### src/hdl/slow_drift_lowpass_rk4_macros.svh
// Assertion macros shared by the slow-drift low-pass tracker.
`ifndef SLOW_DRIFT_LOWPASS_RK4_MACROS_SVH
`define SLOW_DRIFT_LOWPASS_RK4_MACROS_SVH

// Same-cycle implication, disabled during reset.
`define SDL_ASSERT_IMP(lbl, ante, cons) \
    lbl: assert property (@(posedge i_clk) disable iff (!i_rst_n) (ante) |-> (cons)) \
        else $error("implication check failed");

// Next-cycle implication, disabled during reset.
`define SDL_ASSERT_NXT(lbl, ante, cons) \
    lbl: assert property (@(posedge i_clk) disable iff (!i_rst_n) (ante) |=> (cons)) \
        else $error("next-cycle check failed");

`endif

### src/hdl/sdl_ram.sv
// Generic single-port-write, single-port-read RAM with registered read data.
module sdl_ram #(
    parameter int WIDTH = 32,
    parameter int DEPTH = 8,
    parameter int AW    = (DEPTH > 1) ? $clog2(DEPTH) : 1
) (
    input  logic             i_clk,
    input  logic             i_we,
    input  logic [AW-1:0]    i_waddr,
    input  logic [WIDTH-1:0] i_wdata,
    input  logic [AW-1:0]    i_raddr,
    output logic [WIDTH-1:0] o_rdata
);

    logic [WIDTH-1:0] r_mem [DEPTH];
    logic [WIDTH-1:0] r_rdata;

    always_ff @(posedge i_clk) begin
        if (i_we) begin
            r_mem[i_waddr] <= i_wdata;
        end
        r_rdata <= r_mem[i_raddr];
    end

    assign o_rdata = r_rdata;

endmodule

### config.mk
export PLATFORM = sky130hd
export DESIGN_NAME = sdl_ram
export DESIGN_NICKNAME = d
export VERILOG_FILES = /design/src/hdl/slow_drift_lowpass_rk4_macros.svh /design/src/hdl/sdl_ram.sv
export SDC_FILE = /design/constraint.sdc
export NUM_CORES = 1
export LEC_CHECK = 0
export BUFFER_PORTS_ARGS = -buffer_cell sky130_fd_sc_hd__buf_4
export CAP_MARGIN = 10
export CELL_PAD_IN_SITES_DETAIL_PLACEMENT = 1
export CELL_PAD_IN_SITES_GLOBAL_PLACEMENT = 2
export CORE_AREA = 3 3 152 154
export CTS_CLUSTER_DIAMETER = 30
export DETAILED_ROUTE_END_ITERATION = 10
export DIE_AREA = 0 0 155 157
export PLACE_DENSITY = 0.85
export SLEW_MARGIN = 0
export SYNTH_ARGS = -nofsm -noshare
export SYNTH_HDL_FRONTEND = slang
export SYNTH_SLANG_ARGS = --single-unit
### constraint.sdc
create_clock -name i_clk -period 3.9 [get_ports i_clk]
set_input_delay 0.585 -clock i_clk [delete_from_list [all_inputs] [get_ports i_clk]]
set_output_delay 0.585 -clock i_clk [all_outputs]
set_load 0.02 [all_outputs]
==> flow_metrics.tcl, run 1 <==
set metrics [dict create \
    drv_slew 0 \
    timing.fmax_ghz 0.475 \
    fp.dieW_um 155 \
    postRouteAntennaNets 0 \
    dp_worst_setup_slack_ns 1.22 \
    tns_ns 0 \
    final_core_util_pct 59.8 \
    cts_hold_buffers 0 \
    overflow 0 \
    ys_ff_latch 288 \
    post-place-cells 762 \
    core_area_um2 21800 \
    rr_worst_depth 2 \
    syn_area_um2 10500 \
    cts_root_buf "clkbuf_16" \
    ir_drop_mv 0.459 \
    fillers 1776 \
    grt_pass1_vias 5270 \
    rows 54 \
    diodes 0 \
    reg2reg_slack_ns 2.59 \
    start_util_pct 48.0 \
    hpwl_um 11900 \
    worstSetupStartpointType "primary input" \
    post-route-period-util_pct 54.0 \
    drc 0 \
    final_nets 574 \
    timing.final.ws_setup_ns 1.79 \
    hold_class "in2reg" \
    power_density_nw_per_um2 623 \
    ys.warnings.count 0 \
    cts_setup_buffers 0 \
    htree_num_levels 2 \
    first_iter_violations 366 \
    clk_latency_ns 0.54 \
    holdPathStages 1 \
    vias 4700 \
    min_from "i_wdata[6]" \
    numPortBuffers 71 \
    dr.pass1.iters 4 \
    timing.rr.end "o_rdata[7]" \
    fin_skew_ns 0.0148 \
    r2r-start "r_mem[3][7]" \
    maxCapViolations 0 \
    status "finished clean" \
    numCtsBuffers 50 \
    clockBufferDepth 3 \
    cp_max_fo 50 \
    total_power_mw 8.13 \
    synth_area_per_cell_um2 25.2 \
    ys_types 13 \
    cts.clk_slew.worst_paths_ns 0.05 \
    syn_to_final_growth_pct 24.6 \
    wl_met3_um 1410 \
    leakage_nw 4.54 \
    hold_viol_final 0 \
    worst_pin_slew_ns 0.886 \
    whs_endpoint "r_mem[3][6]" \
    relSlewSlack_pct 40.9 \
    antenna_found_initial 0 \
    clock-sinks 288 \
    grt_max_degree 65 \
    die-area_um2 24300 \
    final-setup-viol-count 0 \
    cts_resized 0 \
    highest_layer "met4" \
    syn_nets 455 \
    wl_um 21300 \
    wl_met2_um 10900 \
    viasPerCell 5.49 \
    wl_met1_um 8540 \
    io_pins 72 \
    instances_no_fill 856 \
    grt_pass1_wl_um 32500 \
    critical_path_arrival_ns 2.52 \
    gp_congestion 0.677 \
    critPathKind "in2reg" \
    rsz0062_at_grt "false" \
    synth_seq_area_share_pct 79.6 \
    grtUsageTotal_pct 17.9 \
    cts_tree "yes" \
    required_ns 4.31 \
    drive_gt1_share_pct 39.9 \
    die_h_um 157 \
    synth_cells 415 \
    crit_path_end_kind "flop" \
    routedWlPerCell_um 24.9 \
    min_period_ns 2.11 \
]
critical path, stage by stage:
cell    delay (ns)
buf_4         0.67
buf_4         0.37
mux4_1        0.58
mux2_2        0.28
cell usage after synthesis:
library cell | number | share of area [%]
nor2_1 | 6 | 0.22
buf_6 | 7 | 0.75
clkbuf_1 | 1 | 0.036
mux4_1 | 40 | 10
buf_2 | 6 | 0.29
nor3_1 | 2 | 0.096
buf_1 | 4 | 0.14
mux4_2 | 24 | 5.2
edfxtp_1 | 256 | 73
nand2_1 | 2 | 0.072
dfxtp_1 | 32 | 6.1
mux2_2 | 32 | 3.4
nand2b_1 | 3 | 0.18
power by group:
| group | internal, mW | switching (mW) | total [mW] |
|---|---|---|---|
| Combinational | 0.185 | 0.207 | 0.391 |
| Sequential | 3.49 | 0.0367 | 3.53 |
| Clock | 2.77 | 1.44 | 4.21 |
registers in the layout, summed over array words and instances, names as in the netlist:
register / flops
r_mem: 256
o_rdata: 32
kinds of logic (layout without fill, tap and decap cells):
kind of cell	count (synthesis)	after routing	share of synthesized area (%)
flops	288	288	79.6
mux	96	96	18.6
buf+inv	18	179	1.22
simple gates	13	13	0.562
layer usage:
layer  up-vias  track usage [%]
met5         -                0
li1       2044                -
met3        35             4.48
met2       154             30.2
met4         0             5.21
met1      2467             23.3
area by class of cell:
type                       instances  area, µm²  area share, %
clock inverter                    31        322           2.47
tap                              280        350           2.69
clock buffer                      63       1340           10.3
timing repair buffer              85        638           4.89
multi-input combinational        109       2070           15.8
sequential                       288       8330           63.8
how the worst max path moves through the flow:
stage | from | endpoint | slack (ns)
global placement | i_raddr[0] | o_rdata[23] | 1.26
finish | i_raddr[0] | o_rdata[23] | 1.79
detailed placement | i_raddr[0] | o_rdata[28] | 1.22
CTS | i_raddr[0] | o_rdata[23] | 1.76
floorplan | i_waddr[2] | r_mem[0][0] | 0.47
global route | i_raddr[0] | o_rdata[23] | 1.69
placed cells by master, fill, tap and decap left out:
| cell type | netlist | final |
|---|---|---|
| edfxtp_1 | 256 | 256 |
| inv_6 | 0 | 4 |
| nor3_2 | 0 | 2 |
| clkbuf_16 | 0 | 50 |
| clkbuf_1 | 1 | 9 |
| clkbuf_8 | 0 | 4 |
| mux4_1 | 40 | 40 |
| clkinv_1 | 0 | 4 |
| nand2_1 | 2 | 2 |
| mux2_2 | 32 | 32 |
| mux4_2 | 24 | 24 |
| bufinv_16 | 0 | 5 |
| nand2b_1 | 3 | 3 |
| clkinv_8 | 0 | 1 |
| clkinvlp_4 | 0 | 5 |
| buf_4 | 0 | 85 |
| clkinv_2 | 0 | 10 |
| nor2_4 | 0 | 6 |
| dfxtp_1 | 32 | 32 |
| clkinv_4 | 0 | 2 |
through the flow:
step / hold WS, ns / cell area, µm²
after CTS: 0.262 / 13000
after floorplan: 0.641 / 10500
final: 0.281 / 13000
after global routing: 0.268 / 13000
after detailed placement: 0.670 / 11400
after global placement: 0.654 / 11400
Power figures use the tool's default switching activity.
==> run 2, diff against run 1 <==
==> constraint.sdc (replaced) <==
create_clock -name i_clk -period 1.98 [get_ports i_clk]
set_input_delay 0.297 -clock i_clk [delete_from_list [all_inputs] [get_ports i_clk]]
set_output_delay 0.297 -clock i_clk [all_outputs]
set_load 0.02 [all_outputs]
==> run 2 against run 1 <==
Compared with the run above: cell area rose by 5.3%; critical path depth down 2; non-clock buffer count increased by 42; critical path type is now reg2reg; sequential cell count unchanged; cell count up 5.0%; register-to-register slack worse by 2.0 ns; clock-buffer cell count is 3 lower; core utilization up 3.2 points; combinational power is 120% higher; power increased by 100%.
==> flow_metrics.tcl, run 2 (synthesized netlist as in run 1, its figures left out) <==
set metrics [dict create \
    dp_worst_setup_slack_ns 0.149 \
    first_iter_violations 298 \
    clockBufferDepth 3 \
    routedWlPerCell_um 25.4 \
    combinationalPowerShare_pct 5.3 \
    crit_chain "mux4_1 > mux2_2" \
    cts_hold_buffers 32 \
    timing.fmax_ghz 0.719 \
    status "finished clean" \
    fillers 1741 \
    vias 4875 \
    path_buf_inv 0 \
    p_sw_share_pct 21.0 \
    dr.pass1.iters 4 \
    instances_no_fill 899 \
    final_common_cell "edfxtp_1" \
    seq_area_um2 8330 \
    gp_congestion 0.685 \
    regMostFlops "r_mem" \
    critPathKind "reg2reg" \
    critical-path-top-delay-family "multiplexers" \
    cp_slowest_stage_delay_ns 0.55 \
    syn_to_final_growth_pct 31.2 \
    diodes 0 \
    grt_max_degree 33 \
    rsz0062_at_grt "false" \
    io_pins 72 \
    grtUsageTotal_pct 19.5 \
    worst_pin_slew_ns 0.578 \
    cts_setup_buffers 0 \
    final_nets 617 \
    p_int_mw 13.1 \
    die_h_um 157 \
    rows 54 \
    numPortBuffers 71 \
    crit_path_end_kind "flop" \
    critPathSlowestCell "mux4_1" \
    grt_pass1_wl_um 34900 \
    cts_root_buf "clkbuf_16" \
    min_period_ns 1.39 \
    htree_num_levels 2 \
    cts.clk_slew.worst_paths_ns 0.05 \
    clock-sinks 288 \
    post-place-cells 772 \
    cts_tree "yes" \
    cp_max_fo 1 \
    ir_drop_mv 0.918 \
    maxCapViolations 0 \
    clk_latency_ns 0.54 \
    critical_path_arrival_ns 1.81 \
    fp.dieW_um 155 \
    antenna_found_initial 0 \
    required_ns 2.40 \
    core_area_um2 21800 \
    p_switching_mw 3.48 \
    drive_gt1_share_pct 40.1 \
    overflow 0 \
    wl_um 22900 \
    largest_register_ffs 256 \
    post-route-period-util_pct 70.2 \
    seqPwrFrac_pct 42.0 \
    cts_resized 0 \
    power_density_nw_per_um2 1210 \
    fin_skew_ns 0.0149 \
    clockPowerShare_pct 52.7 \
    multi_input_area_um2 2080 \
    layout_common_cells "256 x edfxtp_1, 80 x buf_4, 51 x clkbuf_16, 40 x mux4_1" \
    hold_class "in2reg" \
    leakage_nw 4.82 \
    postRouteAntennaNets 0 \
    worstSetupStartpointType "flop" \
    numCtsBuffers 51 \
    viasPerCell 5.42 \
    final-setup-viol-count 0 \
    holdWs_ns 0.311 \
    drc 0 \
    hpwl_um 12300 \
    hold_viol_final 0 \
    drv_slew 0 \
    grt_pass1_vias 5648 \
    start_util_pct 48.0 \
    relSlewSlack_pct 61.4 \
    die-area_um2 24300 \
    timing.final.ws_setup_ns 0.590 \
]
run 2: changes by cell type in the layout (fill, tap and decap cells not counted), moves of 3 or more:
cell / previous run / this run
inv_6: 4 / 7
dlygate4sd3_1: 0 / 32
buf_12: 0 / 15
clkinv_4: 2 / 5
clkinv_2: 10 / 6
buf_4: 85 / 80
clkbuf_1: 9 / 3
clkinvlp_4: 5 / 8
run 2: worst register-to-register path: stages, from the launching register on:
cell and delay, ns:
edfxtp_1 0.42, mux4_1 0.55, mux2_2 0.30
run 2: power by group through the flow:
stage | logic [mW] | registers [mW] | clock network, mW
global placement | 0.796 | 7.05 | 0
floorplan | 0.349 | 7.13 | 0
detailed placement | 0.833 | 7.07 | 0
CTS | 0.898 | 6.96 | 8.88
global route | 0.943 | 6.97 | 9.20
finish | 0.879 | 6.96 | 8.72
run 2: final timing paths:
path	startpoint	to	slack (ns)	depth (start not counted)
worst max register to register	r_mem[4][24]	o_rdata[24]	0.59	2
worst max-delay path	r_mem[4][24]	o_rdata[24]	0.59	2
worst min register to register	r_mem[5][1]	o_rdata[1]	0.66	2
worst min-delay path	i_waddr[1]	r_mem[0][2]	0.31	3
run 2: metrics by stage:
stage	util, %	total power, mW	cell area, µm²	TNS, ns
6_report	62.9	16.6	13700	0
3_5_place_dp	53.4	7.90	11700	0
4_1_cts	62.9	16.7	13700	0
3_3_place_gp	53.4	7.84	11700	0
5_1_grt	62.9	17.1	13700	0
2_1_floorplan	-	7.48	10500	-51.42
run 2: layout make-up:
type | instances | share of cell area, %
Clock buffer | 60 | 9.98
Multi-Input combinational cell | 109 | 15.1
Timing Repair Buffer | 127 | 8.89
Tap cell | 280 | 2.55
Sequential cell | 288 | 60.6
Clock inverter | 35 | 2.81
run 2: layer usage:
metal / vias to the layer above / global-route usage (%) / part of all wire, %
li1: 2142 / - / -
met1: 2554 / 24.4 / 40
met2: 146 / 35.0 / 53
met3: 33 / 3.85 / 5.2
met4: 0 / 5.42 / 1.7
met5: - / 0 / 0
