==> config.mk <==
export PLATFORM = sky130hd
export DESIGN_NAME = sdl_div6
export DESIGN_NICKNAME = d
export VERILOG_FILES = /design/src/hdl/slow_drift_lowpass_rk4_macros.svh /design/src/hdl/sdl_pkg.sv /design/src/hdl/sdl_div6.sv
export SDC_FILE = /design/constraint.sdc
export NUM_CORES = 1
export LEC_CHECK = 0
export ABC_AREA = 0
export BUFFER_PORTS_ARGS = -buffer_cell sky130_fd_sc_hd__buf_2
export CAP_MARGIN = 20
export CORE_MARGIN = 3
export CORE_UTILIZATION = 55
export CTS_CLUSTER_SIZE = 28
export DETAILED_ROUTE_END_ITERATION = 10
export GPL_ROUTABILITY_DRIVEN = 0
export GPL_TIMING_DRIVEN = 0
export PLACE_DENSITY_LB_ADDON = 0.12
export SLEW_MARGIN = 30
export SYNTH_ARGS = -nofsm -noshare
export SYNTH_HDL_FRONTEND = slang
export SYNTH_SLANG_ARGS = --single-unit
==> constraint.sdc <==
create_clock -name i_clk -period 7.2 [get_ports i_clk]
set_clock_uncertainty 0.2 [all_clocks]
set_input_delay 0 -clock i_clk [delete_from_list [all_inputs] [get_ports i_clk]]
set_output_delay 0 -clock i_clk [all_outputs]
set_load 0.01 [all_outputs]
==> src/hdl/slow_drift_lowpass_rk4_macros.svh <==
// Assertion macros shared by the slow-drift low-pass tracker.
`ifndef SLOW_DRIFT_LOWPASS_RK4_MACROS_SVH
`define SLOW_DRIFT_LOWPASS_RK4_MACROS_SVH

// Same-cycle implication, disabled during reset.
`define SDL_ASSERT_IMP(lbl, ante, cons) \
    lbl: assert property (@(posedge i_clk) disable iff (!i_rst_n) (ante) |-> (cons)) \
        else $error("implication check failed");

// Next-cycle implication, disabled during reset.
`define SDL_ASSERT_NXT(lbl, ante, cons) \
    lbl: assert property (@(posedge i_clk) disable iff (!i_rst_n) (ante) |=> (cons)) \
        else $error("next-cycle check failed");

`endif

==> src/hdl/sdl_pkg.sv <==
// Types, constants and arithmetic helpers of the slow-drift low-pass tracker.
package sdl_pkg;

    localparam int AXIS_SLOTS = 6;
    localparam int AXS_W      = 3;
    localparam int WORD_W     = 32;
    localparam int SET_FRAC   = 24;
    localparam int DEF_AXES   = 6;
    localparam int DIV_W      = 36;
    localparam int DIV_STEPS  = DIV_W / 4;

    localparam logic [31:0] RST_CUTOFF  = 32'd0;
    localparam logic [31:0] RST_DAMPING = 32'd3355443;
    localparam logic [31:0] RST_STEP    = 32'd1677722;

    typedef enum logic [1:0] {
        REG_CUTOFF  = 2'd0,
        REG_DAMPING = 2'd1,
        REG_STEP    = 2'd2
    } t_reg_idx;

    typedef logic signed [WORD_W-1:0] t_word;

    typedef struct packed {
        t_word pos_surge;
        t_word pos_sway;
        t_word pos_heave;
        t_word pos_roll;
        t_word pos_pitch;
        t_word pos_yaw;
    } t_in;

    typedef struct packed {
        t_word drift_surge;
        t_word drift_sway;
        t_word drift_heave;
        t_word drift_roll;
        t_word drift_pitch;
        t_word drift_yaw;
        t_word rate_surge;
        t_word rate_sway;
        t_word rate_heave;
        t_word rate_roll;
        t_word rate_pitch;
        t_word rate_yaw;
    } t_out;

    function automatic t_word sat32(input logic signed [41:0] x);
        t_word r;
        if (x > 42'sd2147483647) begin
            r = 32'sh7FFF_FFFF;
        end else if (x < -42'sd2147483648) begin
            r = 32'sh8000_0000;
        end else begin
            r = x[31:0];
        end
        return r;
    endfunction

    function automatic t_word in_pos(input t_in d, input logic [AXS_W-1:0] ax);
        t_word r;
        case (ax)
            3'd0:    r = d.pos_surge;
            3'd1:    r = d.pos_sway;
            3'd2:    r = d.pos_heave;
            3'd3:    r = d.pos_roll;
            3'd4:    r = d.pos_pitch;
            3'd5:    r = d.pos_yaw;
            default: r = '0;
        endcase
        return r;
    endfunction

    function automatic t_out pack_out(input t_word dx [AXIS_SLOTS],
                                      input t_word dv [AXIS_SLOTS]);
        t_out r;
        r.drift_surge = dx[0];
        r.drift_sway  = dx[1];
        r.drift_heave = dx[2];
        r.drift_roll  = dx[3];
        r.drift_pitch = dx[4];
        r.drift_yaw   = dx[5];
        r.rate_surge  = dv[0];
        r.rate_sway   = dv[1];
        r.rate_heave  = dv[2];
        r.rate_roll   = dv[3];
        r.rate_pitch  = dv[4];
        r.rate_yaw    = dv[5];
        return r;
    endfunction

endpackage

==> src/hdl/sdl_div6.sv <==
// Floor division of an unsigned word by six, one hex digit per cycle.
module sdl_div6 import sdl_pkg::*; (
    input  logic             i_clk,
    input  logic             i_rst_n,
    input  logic             i_start,
    input  logic [DIV_W-1:0] i_num,
    output logic [DIV_W-1:0] o_quot,
    output logic             o_done
);

    localparam int CW = $clog2(DIV_STEPS + 1);
    localparam logic [12:0] RECIP = 13'd43;
    localparam logic [6:0]  DVSR  = 7'd6;

    logic [DIV_W-1:0] r_num;
    logic [DIV_W-1:0] r_quot;
    logic [2:0]       r_rem;
    logic [CW-1:0]    r_cnt;
    logic             r_done;

    logic [6:0]  w_n;
    logic [12:0] w_m;
    logic [3:0]  w_qd;
    logic [6:0]  w_r;

    // The partial remainder is below 96, where n*43/256 gives the exact digit.
    always_comb begin
        w_n  = {r_rem, r_num[DIV_W-1 -: 4]};
        w_m  = 13'(w_n) * RECIP;
        w_qd = w_m[11:8];
        w_r  = w_n - 7'(w_qd) * DVSR;
    end

    always_ff @(posedge i_clk) begin
        if (!i_rst_n) begin
            r_cnt  <= '0;
            r_done <= 1'b0;
        end else begin
            r_done <= 1'b0;
            if (i_start) begin
                r_num  <= i_num;
                r_quot <= '0;
                r_rem  <= '0;
                r_cnt  <= CW'(DIV_STEPS);
            end else if (r_cnt != '0) begin
                r_num  <= {r_num[DIV_W-5:0], 4'd0};
                r_quot <= {r_quot[DIV_W-5:0], w_qd};
                r_rem  <= w_r[2:0];
                r_cnt  <= r_cnt - 1'b1;
                if (r_cnt == CW'(1)) begin
                    r_done <= 1'b1;
                end
            end
        end
    end

    assign o_quot = r_quot;
    assign o_done = r_done;

endmodule

==> results.ini, run 1 <==
[final_layout]
fin_util_pct = 73.1
fillerInstances = 485
seq_area_mm2 = 0.00235
multi_input_area_mm2 = 0.00147
fin_area_mm2 = 0.00499
diodes = 0
final_layout_size_suffix_gt1_share_pct = 33.0
nets = 464
synthToLayoutAreaGrowth_pct = 27.5

[setup_path]
crit_arrival_ps = 4700
path_buf_inv = 2
cp_common_cell = ha_1
critPathTopFamily = adder cells
max_stage_delay_ps = 550
critPathRequiredTime_ps = 7100
crit_type = reg -> reg
crit_chain = ha_1 > inv_1 > fa_1 > fa_1 > inv_1 > ha_1 > or4_1 > o32ai_2 > nor3_1 > ha_1 > xor2_1 > or3_1 > a221oi_2 > a21oi_1 > mux2_4
crit_fanout = 5
worstSetupStartpointType = register
cp_slowest_cell = fa_1
end_kind = register

[hold_path]
hold_path_class = in -> reg

[cts]
cts_num_sinks = 80
cts_buffer_depth = 2
htreeDepth = 3
cts-root-buf = clkbuf_8
cts_resized = 0
path_clk_slew_ps = 80
cts_buffers = 9
cts_tree = done
clk_latency_ps = 350

[grt]
met1_usage_pct = 23.8
grt_pass1_vias = 2598
grt_max_degree = 48
antenna_found_initial = 0
grt_overflow = 0
grt_pass1_wl_mm = 12.5
grt_busiest_layer = met2
grt_usage_pct = 19.8
grt.met3_usage_pct = 3.58
gr-usage-met2_pct = 35.1

[synth]
synthCells = 265
syn_area_mm2 = 0.00392
synth_ff_type = edfxtp_1
netlist.area_leader.share_pct = 57.5
synth_edf_count = 75
synth_commonest_cells = edfxtp_1 (75), nor2b_1 (34), mux2_2 (32)
synthTopCellsByArea = edfxtp_1 (58%), ha_1 (9.6%), mux2_2 (9.2%)
synth_most_common_cell = edfxtp_1
synth.avg_cell_area_um2 = 14.8
async_flop_share_pct = 0
yosys.area.top_type = edfxtp_1
ys_seq_area_share_pct = 60.1
syn_nets = 340
ys_warn_count = 0
synth-seq-cells = 80
synth_cell_types = 40

[floorplan]
die-width_um = 90.4
core_mm2 = 0.00683
io-pin-count = 76
num_rows = 30
die_area_mm2 = 0.00817
initial_core_util_pct = 57.3
fp.dieH_um = 90.4

[timing]
min_period_ps = 4800
worst_slew_pin_slew_ps = 587
timing.fmax_mhz = 208
setup_viol_count_final = 0
slew_headroom_pct = 60.8
drv_slew = 0
finalCritPeriodShare_pct = 66.7
hold_ws_ps = 286
grt_setup_unrepaired = no
fin_tns_setup_ps = 0
final-hold-violation-count = 0

[detailed_routing]
drt-pass1-iter-count = 5
vias = 2428
wl_mm = 7.59
ant_nets = 0
drc_errors = 0
via_per_inst = 4.96
wl_per_cell_um = 15.5
dr.first_iter.drc_count = 113

[power_and_ir_drop]
p_leak_nw = 2.07
vdd_drop_max_mv = 0.190
p_per_area_mw_per_mm2 = 328

[place]
io_buffers = 74
placed_area_mm2 = 0.00443
dpl.hpwl_mm = 5.04

[job]
maxCapViolCount = 0

[run_status]
status = complete, no violations

## cell usage in the layout (no fill, tap or decap), types with 3 or more instances in the layout
cell type | synthesis | routed
mux2_2 | 32 | 32
inv_1 | 17 | 17
clkbuf_1 | 5 | 5
fa_1 | 6 | 6
buf_1 | 3 | 3
clkbuf_8 | 0 | 9
edfxtp_1 | 75 | 75
nor2_1 | 6 | 6
nor2b_1 | 34 | 34
buf_2 | 1 | 75
ha_1 | 30 | 30
nand2_1 | 4 | 4
dlygate4sd3_1 | 0 | 38
dfxtp_1 | 5 | 5
xor2_1 | 3 | 3
clkinvlp_4 | 0 | 3
a21oi_1 | 4 | 4
xnor2_1 | 3 | 3
and2_1 | 6 | 6
## path summary, 6_finish.rpt
check,start,endpoint,slack (ps),depth (start not counted)
setup reg to reg,r_num[33],r_rem[2],2400,15
hold / removal,i_num[6],r_num[6],290,3
setup / recovery,r_num[33],r_rem[2],2400,15
hold reg to reg,r_cnt[2],o_done,310,1
## worst reg2reg max path: cells and delay by family (launching register included)
family,cells,cell delay (ps)
muxes,1,300
and+or+nand+nor,3,970
DFF,1,490
xor gates and xnor gates,1,180
buffers and inverters,2,90
AOI/OAI and AO/OA,3,540
adders and majority gates,5,1790
## report_power, final
group / leakage (nW) / switching [mW] / internal [mW] / total, mW
combinational: 1.21 / 0.366 / 0.343 / 0.709
sequential: 0.781 / 0.0330 / 0.597 / 0.630
clock: 0.0838 / 0.173 / 0.129 / 0.301
## routing by layer
metal / routed length (um) / vias up
met4: 134 / 0
met2: 3980 / 48
met5: 0 / -
met3: 238 / 12
li1: - / 1209
met1: 3230 / 1159
## sequential cells by signal, indices dropped and copies added, names as in the netlist
signal and flops:
r_rem 3, r_num 36, o_done 1, o_quot 36, r_cnt 4
## what timing repair did
action                                 in CTS  in global routing
hold buffers                               38                  0
endpoints found under the hold margin      42                  0
buffers inserted                            0                  0
## through the flow
stage          total power [mW]  worst slack, ps  cells
2_1_floorplan              1.17             2690    265
3_3_place_gp               1.31             2460    435
3_5_place_dp               1.34             2410    436
4_1_cts                    1.65             2390    490
5_1_grt                    1.77             2190    490
6_report                   1.64             2400    490
## kinds of logic (layout without fill, tap and decap cells)
family	Yosys count	in the layout	synth area share (%)
compound gates	19	19	3.71
xor+xnor	6	6	1.34
fa+ha+maj	36	36	12.7
buf+inv	26	155	2.52
flops	80	80	60.1
mux	35	35	10.2
simple gates	63	63	9.55
## layout make-up
cell class,instances,area share (%)
buffer,9,0.701
clock buffer,9,2.48
clock inverter,7,1.13
inverter,17,1.28
multi-input combinational,159,29.5
sequential,80,47.1
tap,96,2.40
timing repair buffer,113,15.4
Note: power is estimated with default switching activity, not from simulation.
==> run 2: changes to the inputs <==
==> constraint.sdc (replaced) <==
create_clock -name i_clk -period 4.7 [get_ports i_clk]
set_clock_uncertainty 0.2 [all_clocks]
set_input_delay 0 -clock i_clk [delete_from_list [all_inputs] [get_ports i_clk]]
set_output_delay 0 -clock i_clk [all_outputs]
set_load 0.01 [all_outputs]
==> results.ini, run 2 (synthesized netlist as in run 1, its figures left out) <==
[setup_path]
crit_fanout = 3  ; -2
r2r-start = r_rem[2]
endpoint = r_rem[2]
crit_type = reg -> reg
worstSetupStartpointType = register
crit_arrival_ps = 4480  ; -220 ps
end_kind = register
max_stage_delay_ps = 550  ; about the same
rr_endpoint = r_rem[2]
cp_slowest_cell = fa_1
r2r_cells = 15  ; unchanged
crit_chain = ha_1 > inv_1 > fa_1 > fa_1 > inv_1 > ha_2 > or4_4 > o32ai_4 > nor3_2 > ha_2 > xor2_1 > or3_1 > a221oi_2 > a21oi_2 > mux2_4
critPathRequiredTime_ps = 4600  ; -2500 ps
startpoint = r_rem[2]
r2r_slack_ps = 120  ; -2270 ps

[final_layout]
diodes = 0  ; unchanged
fin_util_pct = 75.2  ; +2.1 points
mostFrequentLayoutCells = buf_2 (75), edfxtp_1 (75), dlygate4sd3_1 (38)
fin_area_mm2 = 0.00514  ; +2.9%
nets = 476  ; +2.6%
fillerInstances = 466  ; -3.9%
synthToLayoutAreaGrowth_pct = 31.2
final_layout_size_suffix_gt1_share_pct = 36.9  ; +4.0 points
stdcell_count = 502  ; +2.4%

[detailed_routing]
via_per_inst = 5.02  ; +1.2%
drt-pass1-iter-count = 4  ; -1
drc_errors = 0  ; unchanged
vias = 2518  ; +3.7%
dr.first_iter.drc_count = 118  ; +4.4%
wl_mm = 7.90  ; +4.1%
ant_nets = 0  ; unchanged
wl_per_cell_um = 15.7  ; +1.6%

[timing]
drv_slew = 0  ; unchanged
min_period_ps = 4580  ; -226 ps
slew_headroom_pct = 60.9  ; +0.089 points
final-hold-violation-count = 0  ; unchanged
finalCritPeriodShare_pct = 97.4  ; +31 points
fin_tns_setup_ps = 0  ; unchanged
hold_ws_ps = 283  ; -2.51 ps
timing.fmax_mhz = 218  ; +4.9%
worst_slew_pin_slew_ps = 586  ; -1.33 ps
setup_viol_count_final = 0  ; unchanged
setup_slack_ps = 122  ; -2270 ps

[place]
placed_cells_incl_taps = 436  ; unchanged
io_buffers = 74  ; unchanged
post-place-ws_ps = -93.5  ; -2500 ps
placed_area_mm2 = 0.00443  ; unchanged
dpl.hpwl_mm = 5.04  ; unchanged

[power_and_ir_drop]
p_per_area_mw_per_mm2 = 529  ; +61%
combPwrFrac_pct = 47.9  ; +4.7 points
vdd_drop_max_mv = 0.298  ; +57%
switching_share_pct = 35.4  ; +0.53 points
power_mw = 2.72  ; +66%
power.switching_mw = 0.962  ; +68%
p_leak_nw = 2.13  ; +3.0%
pwr-share-clk_pct = 17.0  ; -1.4 points
pwr-share-seq_pct = 35.1  ; -3.3 points
p_int_mw = 1.76  ; +64%

[run_status]
status = complete, no violations

[grt]
grt_pass1_vias = 2633  ; +1.3%
grt_pass1_wl_mm = 12.7  ; +1.5%
antenna_found_initial = 0  ; unchanged
grt_usage_pct = 20.1  ; +0.31 points
grt_overflow = 0  ; unchanged
grt_max_degree = 48  ; unchanged

[floorplan]
die-width_um = 90.4  ; unchanged
fp.dieH_um = 90.4  ; unchanged
core_mm2 = 0.00683  ; unchanged
die_area_mm2 = 0.00817  ; unchanged
num_rows = 30  ; unchanged
io-pin-count = 76  ; unchanged
initial_core_util_pct = 57.3  ; unchanged

[cts]
cts_num_sinks = 80  ; unchanged
cts_buffers = 9  ; unchanged
path_clk_slew_ps = 80  ; about the same
clk_latency_ps = 360  ; about the same
cts_tree = done
cts_buffer_depth = 2  ; unchanged
htreeDepth = 3  ; unchanged
cts-root-buf = clkbuf_8

[job]
maxCapViolCount = 0  ; unchanged

[hold_path]
hold_path_class = in -> reg

## run 2: cell type report
class | instances | area [um^2] | share of cell area [%]
repair buffers | 125 | 861 | 16.7
flip-flops and latches | 80 | 2350 | 45.8
clock buffers | 9 | 124 | 2.41
multi-input cells | 159 | 1530 | 29.7
inverters | 17 | 63.8 | 1.24
plain buffers | 9 | 35.0 | 0.682
well taps | 96 | 120 | 2.34
clock inverters | 7 | 56.3 | 1.10
## run 2: worst max-delay path: cells and delay by family (launching register included)
family	cells	cell delay [ps]
compound gates	3	470
xor+xnor	1	180
fa+ha+maj	5	1720
buf+inv	2	90
flops	1	420
mux	1	300
simple gates	3	970
## run 2: power groups by stage
stage	Sequential [mW]	Clock, mW	Combinational (mW)
after floorplan	0.994	0	0.797
after global placement	0.984	0	1.02
after detailed placement	0.981	0	1.06
after CTS	0.955	0.470	1.19
after global routing	0.967	0.495	1.44
final	0.955	0.462	1.30
## run 2: layer usage
| layer | vias to the layer above | part of all wire, % | wire length [um] | GRT usage (%) |
|---|---|---|---|---|
| met4 | 0 | 1.9 | 150 | 7.78 |
| met1 | 1209 | 42 | 3280 | 24.2 |
| li1 | 1231 | - | - | - |
| met2 | 63 | 53 | 4200 | 35.8 |
| met3 | 15 | 3.5 | 274 | 3.58 |
| met5 | - | 0 | 0 | 0 |
## run 2: worst min-delay path by stage
| stage | startpoint | to | slack [ps] | cells after the start |
|---|---|---|---|---|
| floorplan | i_rst_n | r_cnt[0] | -50 | 1 |
| global placement | i_num[2] | r_num[2] | 90 | 2 |
| detailed placement | i_num[3] | r_num[3] | 90 | 2 |
| CTS | i_num[1] | r_num[1] | 260 | 3 |
| global route | i_num[7] | r_num[7] | 290 | 3 |
| finish | i_num[6] | r_num[6] | 280 | 3 |
## run 2: what timing repair did
item | 4_1_cts | 5_1_grt
setup endpoints to repair | 1 | 1
gates resized for setup | 2 | 8
buffers inserted | 7 | 5
endpoints found under the hold margin | 42 | 0
hold buffers | 38 | 0
pin swaps | 0 | 5
